===== src/rtl/mtep_pkg.sv =====
// mtep_pkg: shared types, phase codes and the channel data length table
// for the midi track event parser; no dependencies
package mtep_pkg;

    localparam logic [2:0] PH_DELTA  = 3'd0;
    localparam logic [2:0] PH_STATUS = 3'd1;
    localparam logic [2:0] PH_MTYPE  = 3'd2;
    localparam logic [2:0] PH_MLEN   = 3'd3;
    localparam logic [2:0] PH_DATA   = 3'd4;

    localparam logic [7:0] META_MARK = 8'hFF;
    localparam logic [7:0] META_END  = 8'd68;
    localparam logic [7:0] META_STOP = 8'd46;

    localparam logic [1:0] HALT_END  = 2'b01;
    localparam logic [1:0] HALT_STOP = 2'b10;

    localparam logic [1:0] KIND_NONE = 2'd0;
    localparam logic [1:0] KIND_END  = 2'd1;
    localparam logic [1:0] KIND_STOP = 2'd2;

    typedef struct packed {
        logic [2:0]  phase;
        logic [31:0] delta;
        logic [7:0]  run_status;
        logic [1:0]  halt;
        logic [7:0]  pend_status;
        logic        pend_meta;
        logic [7:0]  left;
        logic [7:0]  count;
    } ctl_t;

    localparam int CTL_W = $bits(ctl_t);

    typedef struct packed {
        logic [3:0]  event_track;
        logic [31:0] delta_time;
        logic [7:0]  status_byte;
        logic        is_meta;
        logic [7:0]  data_0;
        logic [7:0]  data_1;
        logic [7:0]  data_2;
        logic [7:0]  data_3;
        logic [7:0]  data_count;
        logic        truncated;
        logic [1:0]  stop_kind;
    } event_t;

    // data bytes per channel event, indexed by status bits 6:4
    function automatic logic [1:0] data_len(input logic [2:0] idx);
        logic [1:0] len;
        case (idx)
            3'd4, 3'd5: len = 2'd1;
            default:    len = 2'd2;
        endcase
        return len;
    endfunction

endpackage


===== src/rtl/mtep_if.sv =====
// mtep_in_if and mtep_out_if: valid/ready channels for sequence bytes and events
// no dependencies
interface mtep_in_if;
    logic       valid;
    logic       ready;
    logic [3:0] track;
    logic [7:0] seq_byte;

    modport source (output valid, output track, output seq_byte, input ready);
    modport sink (input valid, input track, input seq_byte, output ready);
endinterface

interface mtep_out_if;
    logic        valid;
    logic        ready;
    logic [3:0]  event_track;
    logic [31:0] delta_time;
    logic [7:0]  status_byte;
    logic        is_meta;
    logic [7:0]  data_0;
    logic [7:0]  data_1;
    logic [7:0]  data_2;
    logic [7:0]  data_3;
    logic [7:0]  data_count;
    logic        truncated;
    logic [1:0]  stop_kind;

    modport source (output valid, output event_track, output delta_time, output status_byte,
                    output is_meta, output data_0, output data_1, output data_2, output data_3,
                    output data_count, output truncated, output stop_kind, input ready);
    modport sink (input valid, input event_track, input delta_time, input status_byte,
                  input is_meta, input data_0, input data_1, input data_2, input data_3,
                  input data_count, input truncated, input stop_kind, output ready);
endinterface


===== src/rtl/midi_track_event_parser_core.sv =====
// Parses per-track midi sequence bytes into events, one byte accepted every clock cycle.
// Each track's parse state sits in one ram entry read in the cycle after the byte is accepted;
// the byte is applied and the entry written back in that next cycle, with the last write
// forwarded when consecutive bytes hit the same track. Entries carry a valid bit cleared
// at reset, so no clearing pass is needed. An event is pushed when its final byte is applied
// and leaves through a two-entry output queue; input is held off only when that queue
// backs up. Bytes for tracks at or above TRACKS, and for halted tracks, give no event.
// depends on mtep_pkg, mtep_if, mtep_ram, mtep_step
module midi_track_event_parser_core #(
    parameter int TRACKS   = 16,
    parameter int MAX_DATA = 4
) (
    input  logic            clk,
    input  logic            rst_n,
    mtep_in_if.sink         in_ch,
    mtep_out_if.source      out_ch
);

    localparam int AW = (TRACKS > 1) ? $clog2(TRACKS) : 1;
    localparam int CW = 8 * MAX_DATA;
    localparam int SW = mtep_pkg::CTL_W + CW;

    logic                   in_fire;
    logic                   pop;
    logic                   push;
    logic                   we;

    logic                   s1_valid_reg;
    logic                   s1_hit_reg;
    logic [AW-1:0]          s1_addr_reg;
    logic [3:0]             s1_track_reg;
    logic [7:0]             s1_byte_reg;

    logic                   wr_valid_reg;
    logic [AW-1:0]          wr_addr_reg;
    logic [SW-1:0]          wr_data_reg;
    logic [TRACKS-1:0]      entry_valid_reg;

    logic [SW-1:0]          rdata;
    logic [SW-1:0]          cur_state;
    logic [SW-1:0]          wdata;
    mtep_pkg::ctl_t         nxt_ctl;
    logic [CW-1:0]          nxt_cap;
    logic                   emit;
    mtep_pkg::event_t       result;

    mtep_pkg::event_t       q_reg [2];
    logic                   q_wr_reg;
    logic                   q_rd_reg;
    logic [1:0]             q_count_reg;
    logic [1:0]             q_count_next;
    mtep_pkg::event_t       head;

    assign in_fire = in_ch.valid && in_ch.ready;
    assign pop     = out_ch.valid && out_ch.ready;

    assign in_ch.ready = (q_count_reg == 2'd0)
                      || (q_count_reg == 2'd1 && (!s1_valid_reg || pop))
                      || (q_count_reg == 2'd2 && pop && !s1_valid_reg);

    always_ff @(posedge clk or negedge rst_n)
    begin
        if (!rst_n)
        begin
            s1_valid_reg <= 1'b0;
        end
        else
        begin
            s1_valid_reg <= in_fire;
        end
    end

    always_ff @(posedge clk)
    begin
        if (in_fire)
        begin
            s1_hit_reg   <= (32'(in_ch.track) < TRACKS);
            s1_addr_reg  <= AW'(in_ch.track);
            s1_track_reg <= in_ch.track;
            s1_byte_reg  <= in_ch.seq_byte;
        end
    end

    mtep_ram #(
        .WIDTH (SW),
        .DEPTH (TRACKS)
    ) u_state_ram (
        .clk   (clk),
        .we    (we),
        .waddr (s1_addr_reg),
        .wdata (wdata),
        .re    (in_fire),
        .raddr (AW'(in_ch.track)),
        .rdata (rdata)
    );

    always_comb
    begin
        if (wr_valid_reg && wr_addr_reg == s1_addr_reg)
        begin
            cur_state = wr_data_reg;
        end
        else if (entry_valid_reg[s1_addr_reg])
        begin
            cur_state = rdata;
        end
        else
        begin
            cur_state = '0;
        end
    end

    mtep_step #(
        .MAX_DATA (MAX_DATA)
    ) u_step (
        .cur_ctl  (mtep_pkg::ctl_t'(cur_state[SW-1:CW])),
        .cur_cap  (cur_state[CW-1:0]),
        .trk      (s1_track_reg),
        .seq_byte (s1_byte_reg),
        .nxt_ctl  (nxt_ctl),
        .nxt_cap  (nxt_cap),
        .emit     (emit),
        .result   (result)
    );

    assign we    = s1_valid_reg && s1_hit_reg;
    assign wdata = {nxt_ctl, nxt_cap};
    assign push  = we && emit;

    always_ff @(posedge clk or negedge rst_n)
    begin
        if (!rst_n)
        begin
            wr_valid_reg    <= 1'b0;
            entry_valid_reg <= '0;
        end
        else
        begin
            wr_valid_reg <= we;
            if (we)
            begin
                entry_valid_reg[s1_addr_reg] <= 1'b1;
            end
        end
    end

    always_ff @(posedge clk)
    begin
        if (we)
        begin
            wr_addr_reg <= s1_addr_reg;
            wr_data_reg <= wdata;
        end
    end

    // output queue
    always_comb
    begin
        q_count_next = q_count_reg;
        if (push && !pop)
        begin
            q_count_next = q_count_reg + 2'd1;
        end
        else if (pop && !push)
        begin
            q_count_next = q_count_reg - 2'd1;
        end
    end

    always_ff @(posedge clk or negedge rst_n)
    begin
        if (!rst_n)
        begin
            q_count_reg <= 2'd0;
            q_wr_reg    <= 1'b0;
            q_rd_reg    <= 1'b0;
        end
        else
        begin
            q_count_reg <= q_count_next;
            if (push)
            begin
                q_wr_reg <= ~q_wr_reg;
            end
            if (pop)
            begin
                q_rd_reg <= ~q_rd_reg;
            end
        end
    end

    always_ff @(posedge clk)
    begin
        if (push)
        begin
            q_reg[q_wr_reg] <= result;
        end
    end

    assign head = q_reg[q_rd_reg];

    assign out_ch.valid       = (q_count_reg != 2'd0);
    assign out_ch.event_track = head.event_track;
    assign out_ch.delta_time  = head.delta_time;
    assign out_ch.status_byte = head.status_byte;
    assign out_ch.is_meta     = head.is_meta;
    assign out_ch.data_0      = head.data_0;
    assign out_ch.data_1      = head.data_1;
    assign out_ch.data_2      = head.data_2;
    assign out_ch.data_3      = head.data_3;
    assign out_ch.data_count  = head.data_count;
    assign out_ch.truncated   = head.truncated;
    assign out_ch.stop_kind   = head.stop_kind;

endmodule


===== src/rtl/mtep_ram.sv =====
// mtep_ram: generic single write port, single read port ram with registered read
// no dependencies
module mtep_ram #(
    parameter int WIDTH = 8,
    parameter int DEPTH = 16
) (
    input  logic                                 clk,
    input  logic                                 we,
    input  logic [(DEPTH > 1 ? $clog2(DEPTH) : 1)-1:0] waddr,
    input  logic [WIDTH-1:0]                     wdata,
    input  logic                                 re,
    input  logic [(DEPTH > 1 ? $clog2(DEPTH) : 1)-1:0] raddr,
    output logic [WIDTH-1:0]                     rdata
);

    logic [WIDTH-1:0] mem [DEPTH];
    logic [WIDTH-1:0] rdata_reg;

    always_ff @(posedge clk)
    begin
        if (we)
        begin
            mem[waddr] <= wdata;
        end
        if (re)
        begin
            rdata_reg <= mem[raddr];
        end
    end

    assign rdata = rdata_reg;

endmodule


===== src/rtl/mtep_step.sv =====
// mtep_step: per-byte parse update of one track's state and event assembly
// depends on mtep_pkg
module mtep_step #(
    parameter int MAX_DATA = 4
) (
    input  mtep_pkg::ctl_t          cur_ctl,
    input  logic [8*MAX_DATA-1:0]   cur_cap,
    input  logic [3:0]              trk,
    input  logic [7:0]              seq_byte,
    output mtep_pkg::ctl_t          nxt_ctl,
    output logic [8*MAX_DATA-1:0]   nxt_cap,
    output logic                    emit,
    output mtep_pkg::event_t        result
);

    mtep_pkg::ctl_t              mid;
    logic [8*MAX_DATA-1:0]       mid_cap;
    logic [8*(MAX_DATA+4)-1:0]   padded;
    logic                        done;
    logic                        do_capture;
    logic [1:0]                  n_len;
    logic [1:0]                  kind;
    logic [7:0]                  shown [4];

    always_comb
    begin
        mid        = cur_ctl;
        mid_cap    = cur_cap;
        done       = 1'b0;
        do_capture = 1'b0;
        n_len      = mtep_pkg::data_len(cur_ctl.run_status[6:4]);
        unique case (cur_ctl.phase)
            mtep_pkg::PH_STATUS:
            begin
                if (seq_byte == mtep_pkg::META_MARK)
                begin
                    mid.phase = mtep_pkg::PH_MTYPE;
                end
                else
                begin
                    mid.pend_meta = 1'b0;
                    if (seq_byte[7])
                    begin
                        mid.run_status  = seq_byte;
                        mid.pend_status = seq_byte;
                        mid.left        = {6'd0, mtep_pkg::data_len(seq_byte[6:4])};
                        mid.phase       = mtep_pkg::PH_DATA;
                    end
                    else
                    begin
                        mid.pend_status = cur_ctl.run_status;
                        do_capture      = 1'b1;
                        if (n_len <= 2'd1)
                        begin
                            done = 1'b1;
                        end
                        else
                        begin
                            mid.left  = {6'd0, n_len - 2'd1};
                            mid.phase = mtep_pkg::PH_DATA;
                        end
                    end
                end
            end
            mtep_pkg::PH_MTYPE:
            begin
                mid.pend_status = seq_byte;
                mid.pend_meta   = 1'b1;
                mid.phase       = mtep_pkg::PH_MLEN;
            end
            mtep_pkg::PH_MLEN:
            begin
                if (seq_byte == 8'd0)
                begin
                    done = 1'b1;
                end
                else
                begin
                    mid.left  = seq_byte;
                    mid.phase = mtep_pkg::PH_DATA;
                end
            end
            mtep_pkg::PH_DATA:
            begin
                do_capture = 1'b1;
                if (cur_ctl.left <= 8'd1)
                begin
                    done = 1'b1;
                end
                else
                begin
                    mid.left = cur_ctl.left - 8'd1;
                end
            end
            default:
            begin
                mid.delta = {cur_ctl.delta[24:0], seq_byte[6:0]};
                mid.phase = seq_byte[7] ? mtep_pkg::PH_DELTA : mtep_pkg::PH_STATUS;
            end
        endcase

        if (do_capture)
        begin
            for (int k = 0; k < MAX_DATA; k++)
            begin
                if (cur_ctl.count == 8'(k))
                begin
                    mid_cap[8*k +: 8] = seq_byte;
                end
            end
            if (cur_ctl.count != 8'd255)
            begin
                mid.count = cur_ctl.count + 8'd1;
            end
        end
    end

    assign padded = {32'd0, mid_cap};

    always_comb
    begin
        for (int k = 0; k < 4; k++)
        begin
            if (k < MAX_DATA && 8'(k) < mid.count)
            begin
                shown[k] = padded[8*k +: 8];
            end
            else
            begin
                shown[k] = 8'd0;
            end
        end
    end

    always_comb
    begin
        kind = mtep_pkg::KIND_NONE;
        if (mid.pend_meta)
        begin
            if (mid.pend_status == mtep_pkg::META_END)
            begin
                kind = mtep_pkg::KIND_END;
            end
            else if (mid.pend_status == mtep_pkg::META_STOP)
            begin
                kind = mtep_pkg::KIND_STOP;
            end
        end
    end

    always_comb
    begin
        result.event_track = trk;
        result.delta_time  = mid.delta;
        result.status_byte = mid.pend_status;
        result.is_meta     = mid.pend_meta;
        result.data_0      = shown[0];
        result.data_1      = shown[1];
        result.data_2      = shown[2];
        result.data_3      = shown[3];
        result.data_count  = mid.count;
        result.truncated   = (32'(mid.count) > MAX_DATA);
        result.stop_kind   = kind;
    end

    // halted tracks ignore every byte
    always_comb
    begin
        nxt_ctl = mid;
        nxt_cap = mid_cap;
        emit    = 1'b0;
        if (cur_ctl.halt != 2'd0)
        begin
            nxt_ctl = cur_ctl;
            nxt_cap = cur_cap;
        end
        else if (done)
        begin
            emit          = 1'b1;
            nxt_ctl.phase = mtep_pkg::PH_DELTA;
            nxt_ctl.delta = 32'd0;
            nxt_ctl.count = 8'd0;
            nxt_ctl.left  = 8'd0;
            if (kind == mtep_pkg::KIND_END)
            begin
                nxt_ctl.halt = mid.halt | mtep_pkg::HALT_END;
            end
            else if (kind == mtep_pkg::KIND_STOP)
            begin
                nxt_ctl.halt = mid.halt | mtep_pkg::HALT_STOP;
            end
        end
    end

endmodule

===== src/flat_wrapper.sv =====
// flat-port wrapper written by rule: the top's interface ports become plain ports
module midi_track_event_parser_core_flat 
#(
    parameter int TRACKS   = 16,
    parameter int MAX_DATA = 4
)
  (clk, rst_n, in_ch_valid, in_ch_track, in_ch_seq_byte, in_ch_ready, out_ch_valid, out_ch_event_track, out_ch_delta_time, out_ch_status_byte, out_ch_is_meta, out_ch_data_0, out_ch_data_1, out_ch_data_2, out_ch_data_3, out_ch_data_count, out_ch_truncated, out_ch_stop_kind, out_ch_ready);
  mtep_in_if in_ch_i ();
  mtep_out_if out_ch_i ();
  input  logic clk;
  input  logic rst_n;
  input wire logic [$bits(in_ch_i.valid)-1:0] in_ch_valid;
  input wire logic [$bits(in_ch_i.track)-1:0] in_ch_track;
  input wire logic [$bits(in_ch_i.seq_byte)-1:0] in_ch_seq_byte;
  output wire logic [$bits(in_ch_i.ready)-1:0] in_ch_ready;
  output wire logic [$bits(out_ch_i.valid)-1:0] out_ch_valid;
  output wire logic [$bits(out_ch_i.event_track)-1:0] out_ch_event_track;
  output wire logic [$bits(out_ch_i.delta_time)-1:0] out_ch_delta_time;
  output wire logic [$bits(out_ch_i.status_byte)-1:0] out_ch_status_byte;
  output wire logic [$bits(out_ch_i.is_meta)-1:0] out_ch_is_meta;
  output wire logic [$bits(out_ch_i.data_0)-1:0] out_ch_data_0;
  output wire logic [$bits(out_ch_i.data_1)-1:0] out_ch_data_1;
  output wire logic [$bits(out_ch_i.data_2)-1:0] out_ch_data_2;
  output wire logic [$bits(out_ch_i.data_3)-1:0] out_ch_data_3;
  output wire logic [$bits(out_ch_i.data_count)-1:0] out_ch_data_count;
  output wire logic [$bits(out_ch_i.truncated)-1:0] out_ch_truncated;
  output wire logic [$bits(out_ch_i.stop_kind)-1:0] out_ch_stop_kind;
  input wire logic [$bits(out_ch_i.ready)-1:0] out_ch_ready;
  assign in_ch_i.valid = in_ch_valid;
  assign in_ch_i.track = in_ch_track;
  assign in_ch_i.seq_byte = in_ch_seq_byte;
  assign in_ch_ready = in_ch_i.ready;
  assign out_ch_valid = out_ch_i.valid;
  assign out_ch_event_track = out_ch_i.event_track;
  assign out_ch_delta_time = out_ch_i.delta_time;
  assign out_ch_status_byte = out_ch_i.status_byte;
  assign out_ch_is_meta = out_ch_i.is_meta;
  assign out_ch_data_0 = out_ch_i.data_0;
  assign out_ch_data_1 = out_ch_i.data_1;
  assign out_ch_data_2 = out_ch_i.data_2;
  assign out_ch_data_3 = out_ch_i.data_3;
  assign out_ch_data_count = out_ch_i.data_count;
  assign out_ch_truncated = out_ch_i.truncated;
  assign out_ch_stop_kind = out_ch_i.stop_kind;
  assign out_ch_i.ready = out_ch_ready;
  midi_track_event_parser_core #(.TRACKS(TRACKS), .MAX_DATA(MAX_DATA)) u_core (.clk(clk), .rst_n(rst_n), .in_ch(in_ch_i), .out_ch(out_ch_i));
endmodule

===== config.mk =====
export PLATFORM = sky130hd
export DESIGN_NAME = midi_track_event_parser_core_flat
export DESIGN_NICKNAME = d
export VERILOG_FILES = /design/src/rtl/mtep_pkg.sv /design/src/rtl/mtep_if.sv /design/src/rtl/midi_track_event_parser_core.sv /design/src/rtl/mtep_ram.sv /design/src/rtl/mtep_step.sv /design/src/flat_wrapper.sv
export SDC_FILE = /design/constraint.sdc
export NUM_CORES = 2
export LEC_CHECK = 0
export ABC_CLOCK_PERIOD_IN_PS = 10500
export BUFFER_PORTS_ARGS = -buffer_cell sky130_fd_sc_hd__buf_2
export CAP_MARGIN = 25
export CELL_PAD_IN_SITES_DETAIL_PLACEMENT = 0
export CELL_PAD_IN_SITES_GLOBAL_PLACEMENT = 2
export CORE_MARGIN = 2
export CORE_UTILIZATION = 46
export DETAILED_ROUTE_END_ITERATION = 6
export GPL_TIMING_DRIVEN = 0
export PLACE_DENSITY = 0.76
export REMOVE_ABC_BUFFERS = 1
export SETUP_SLACK_MARGIN = 0.1
export SLEW_MARGIN = 5
export SYNTH_ARGS = -nofsm -noshare
export SYNTH_HDL_FRONTEND = slang
export SYNTH_SLANG_ARGS = --single-unit

===== constraint.sdc =====
create_clock -name clk -period 10.5 [get_ports clk]
set_input_delay 2.1 -clock clk [delete_from_list [all_inputs] [get_ports clk]]
set_output_delay 2.1 -clock clk [all_outputs]
set_load 0.01 [all_outputs]

# == Word level (Yosys, flattened, before mapping) ==
# Memory sizes are Yosys's and may differ from the RTL's. A register that Yosys moved wholly into a read port is not among the register bits.
# Index checks and enable logic that the tools add are counted.
# word_totals
output_inout_bits,90
reg_bits,140
mem_bits_rw,1808
n_memories,2
# op_classes
bitwise,3
n_reduce_logical,25
n_eq_ne,20
magnitude_cmp,9
add_sub_neg,5
n_mux,67
# memory_table
memory,words,word_bits,read_ports,rd_ports_with_merged_regs,wr,line,rtl
u_core.u_state_ram.mem,16,102,1,1,1,mtep_ram.sv:16,logic [WIDTH-1:0] mem [DEPTH];
u_core.q_reg,2,88,1,0,1,midi_track_event_parser_core.sv:47,mtep_pkg::event_t q_reg [2];
# op_table
operator,count
$mux 102,2
$mux 8,18
$mux 32,3
$mux 35,2
$mux 16,2
$pmux 8 s3,1
$mux 2,11
$pmux 9 s2,1
$mux 17,1
$eq 8x2->1 const B,2
$logic_not 8->1,2
$lt 1x8->1 const A,2
$lt 2x8->1 const A,2
$mux 1,16
$or 16x16->16,1
$eq 3x3->1 const B,5
$mux 3,4
$pmux 3 s4,1
$logic_and 1x1->1,10
$mux 9,1
$add 8x1->8 const B,1
$eq 8x1->1 const B,1
$eq 8x6->1 const B,1
$eq 8x7->1 const B,1
26 further kinds,38

# == Depth between registers and ports, before layout ==
# logic_depth
word_depth,21
depth_mapped,21
depth_no_buf,16

# == By module ==
# From an unflattened synthesis, not the netlist that was laid out.
# hier_totals
hier_cells,3933
hier_area_um2,80399.6
# modules_own_cells
module,n_inst,seq_area_each_um2,cells_per_inst,area_each_um2
mtep_ram,1,52069.9,2610,63982.6
midi_track_event_parser_core,1,9379.0,730,12763.5
mtep_step,1,0.0,593,3653.5

# == Worst setup path before layout ==
# OpenSTA, ideal clock, no wires.
# synth_path
path_kind,register to register
startpoint,reg u_core.s1_valid_reg
endpoint,reg u_core.entry_valid_reg[0]
required_ns,10.391
path_buffers,0
stages_incl_launch_ff,4
t_arrival_ns,10.762
slack_ns,-0.371
setup_time_ns,0.109
period_less_slack_ns,10.871
path_cell_list,dfrtp_1 -> or3b_2 -> nor3_1 -> or2_2
# synth_rtl
element,line,rtl
from (decl),midi_track_event_parser_core.sv:28,logic s1_valid_reg;
from (signal assigned),midi_track_event_parser_core.sv:69,s1_valid_reg <= in_fire;
to (signal assigned),midi_track_event_parser_core.sv:135,entry_valid_reg <= '0;
"to (signal, indexed assignment)",midi_track_event_parser_core.sv:142,entry_valid_reg[s1_addr_reg] <= 1'b1;
to (decl),midi_track_event_parser_core.sv:37,logic [TRACKS-1:0] entry_valid_reg;

==> flow_metrics.py <==
metrics = {
    "status": {
        "status": "finished, final reports clean",
    },
    "power": {
        "pwr-share-seq": 0.483,
        "pwr-share-comb": 0.241,
        "p_per_area_nw_per_um2": 274,
        "intPower_mw": 17.9,
        "p_sw_mw": 7.66,
        "irDropWorstVdd_uv": 232,
        "p_leak_nw": 30.5,
        "total_power_mw": 25.6,
        "sw_frac_of_total": 0.299,
        "clkPwrFrac": 0.275,
    },
    "worst_hold_path": {
        "worstHoldStart": "u_core.entry_valid_reg[6]",
        "hold_path.class": "register to register",
    },
    "sta": {
        "setup_viol": 0,
        "min_period_ps": 6970,
        "max_freq_ghz": 0.143,
        "hold_viol": 0,
        "max_slew_margin": 0.249,
        "period_share": 0.664,
        "fin_skew_ps": 36.2,
        "final.setup.worst_slack_ps": 3530,
        "drv_slew": 0,
        "worst_pin_slew_ps": 1130,
        "rsz0062_at_grt": "false",
    },
    "clock_network": {
        "cts-root-buf": "clkbuf_16",
        "worst_skew_pair.late_latency_ps": 820,
        "cts_resized": 0,
        "cts_made_buffers": 202,
        "clockBufferDepth": 3,
        "cts_sinks": 2050,
        "hold_buffers": 0,
        "clk_pin_slew_worst_paths_ps": 60,
        "htreeDepth": 4,
        "cts_tree": "yes",
        "cts_setup_buffers": 0,
    },
    "synth": {
        "synth_adder_area_share": 0.00157,
        "ys_seq_area_frac": 0.769,
        "synth_area_sq_um": 79900,
        "synth_compound_area_frac": 0.0236,
        "ys_warn_count": 0,
        "synth_top_area_share": 0.762,
        "synth_simple_gate_area_frac": 0.0251,
        "synth-edff-count": 2028,
        "synth_top_family_by_area": "multiplexers",
        "synthMuxAreaShare": 0.168,
        "synth_ff_type": "edfxtp_1",
        "ys_top_cells_by_area": "edfxtp_1 76%, mux4_2 14%, mux2_2 1.6%",
        "synth-seq-cells": 2050,
        "yosysTopAreaCell": "edfxtp_1",
        "synth_commonest_cells": "2028 x edfxtp_1, 513 x mux4_2, 167 x a21oi_1, 143 x clkbuf_1, 117 x mux2_2",
        "async_reset_ff_frac": 0.0107,
        "synthMostInstantiatedCell": "edfxtp_1",
        "synth.distinct_cells": 80,
        "synthCells": 3705,
        "syn_area_per_cell_sq_um": 21.6,
        "synthXorXnorAreaFrac": 0.00142,
    },
    "global_route": {
        "grt_busiest_layer": "met2",
        "use_met1": 0.324,
        "overflow": 0,
        "grt_pass1_vias": 39500,
        "antenna_found_initial": 1,
        "met2_usage": 0.375,
        "grt_pass1_wl_microns": 287000,
        "grt_use_met3": 0.0340,
        "grt_usage": 0.227,
        "grt_max_degree": 94,
    },
    "detailed_routing": {
        "route.detailed.drc": 0,
        "first_pass_iters": 6,
        "postRouteAntennaNets": 0,
        "vias_per_cell": 6.00,
        "routedWlPerCell_microns": 30.5,
        "wirelength_microns": 200000,
        "num_vias": 39300,
        "drtIter0Drc": 4585,
    },
    "critical_path": {
        "critPathMaxStageDelay_ps": 930,
        "path_max_fanout": 25,
        "crit_slowest_cell": "nor2_4",
        "arrival_ps": 7460,
        "endpoint_kind": "register",
        "path_cells": "xnor2_1, nand3_2, nor2_4, a21oi_1, inv_1, ha_1, nand3_1, nor3_1, a31oi_4, o2111ai_1, xor2_1, or3_1, nor3_4, nor2_1",
        "cp_num_buf_inv": 1,
        "required_ps": 10980,
        "worstSetupPathType": "register to register",
        "r2r_start": "u_core.s1_addr_reg[3]",
        "cp_top_family": "simple AND/OR/NAND/NOR gates",
        "crit_start": "u_core.s1_addr_reg[3]",
        "worst_setup_path_start_kind": "register",
    },
    "layout": {
        "drive_above_1_share": 0.318,
        "fillers": 12900,
        "largest_reg_flops": 1632,
        "nets": 4098,
        "final_area_sq_um": 93400,
        "antenna_cells": 0,
        "area_growth_pct": 16.8,
    },
    "die": {
        "dieHeight_microns": 421,
        "start_util": 0.464,
        "rows": 152,
        "die_w_microns": 421,
        "io_pins": 106,
        "die-area_sq_um": 177000,
        "core_area_sq_um": 172000,
    },
    "job": {
        "cap_violations": 0,
    },
    "placed_design": {
        "place_ws_ps": 3590,
        "placed_cell_area_sq_um": 86500,
        "hpwl_microns": 121000,
        "port_buffers": 105,
        "place.gp.congestion": 0.714,
    },
}
[path summary, 6_finish.rpt]
kind	cells past startpoint	end	slack (ps)
min in group asynchronous	1	u_core.entry_valid_reg[9]	1310
max in group asynchronous	1	u_core.s1_valid_reg	8720
min reg2reg	1	u_core.entry_valid_reg[6]	470
min	1	u_core.entry_valid_reg[6]	470
max reg2reg	14	u_core.q_reg[0][25]	3530
max	14	u_core.q_reg[0][25]	3530
[metal layers]
metal  vias to the layer above  wire length (microns)
met5                         -                      0
met4                         0                   3610
met3                       244                  13100
met2                      1520                  99900
met1                     21300                  83200
li1                      16300                      -
[layout make-up]
type,count,area (sq um),share of cell area
clock inverter,99,910,0.00974
clock buffer,271,5520,0.0592
multi-input combinational,1422,17800,0.190
timing repair buffer,369,4730,0.0506
sequential,2050,61500,0.658
inverter,27,101,0.00109
tap,2310,2890,0.0310
[placed cells by master, fill, tap and decap left out, types with 10 or more instances in the layout]
master and count:
buf_8 12, clkinv_2 33, buf_16 54, a21oi_1 167
mux2i_1 52, and3_1 49, nand2_1 109, ha_1 10
mux2_2 117, buf_4 87, edfxtp_1 2028, mux4_2 513
o21ai_0 35, nor2_4 14, or2_2 17, o22ai_1 10
nor2_1 84, buf_12 71, buf_6 41, clkinv_1 34
clkbuf_1 56, nand3_1 50, clkbuf_16 209, nor3_1 28
bufinv_16 15, inv_1 26, o21ai_1 10, dfrtp_1 20
buf_2 103
[logic make-up (layout without fill, tap and decap cells)]
| group | count (synthesis) | after routing |
|---|---|---|
| multiplexers | 683 | 683 |
| adder cells (fa/ha/maj) | 10 | 10 |
| AO/OA/AOI/OAI | 306 | 306 |
| XOR/XNOR | 13 | 13 |
| AND/OR/NAND/NOR | 410 | 410 |
| buffers and inverters | 233 | 766 |
| flip-flops | 2050 | 2050 |
[power by group through the flow]
stage / combinational (mW) / clock [mW] / sequential, mW
after global placement: 5.23 / 0 / 13.1
after CTS: 5.80 / 7.17 / 12.4
after floorplan: 3.08 / 0 / 12.6
after detailed placement: 5.79 / 0 / 12.6
final: 6.17 / 7.05 / 12.4
after global routing: 6.64 / 7.48 / 12.4
[metrics by stage]
step	hold slack, ps	instances	util	TNS [ps]
floorplan	430	3499	-	-93250
global placement	444	5914	0.479	-
finish	467	6548	0.542	0
detailed placement	450	6119	0.502	0
CTS	466	6489	0.540	0
global route	487	6548	0.542	0
Note: power is estimated with default switching activity, not from simulation.
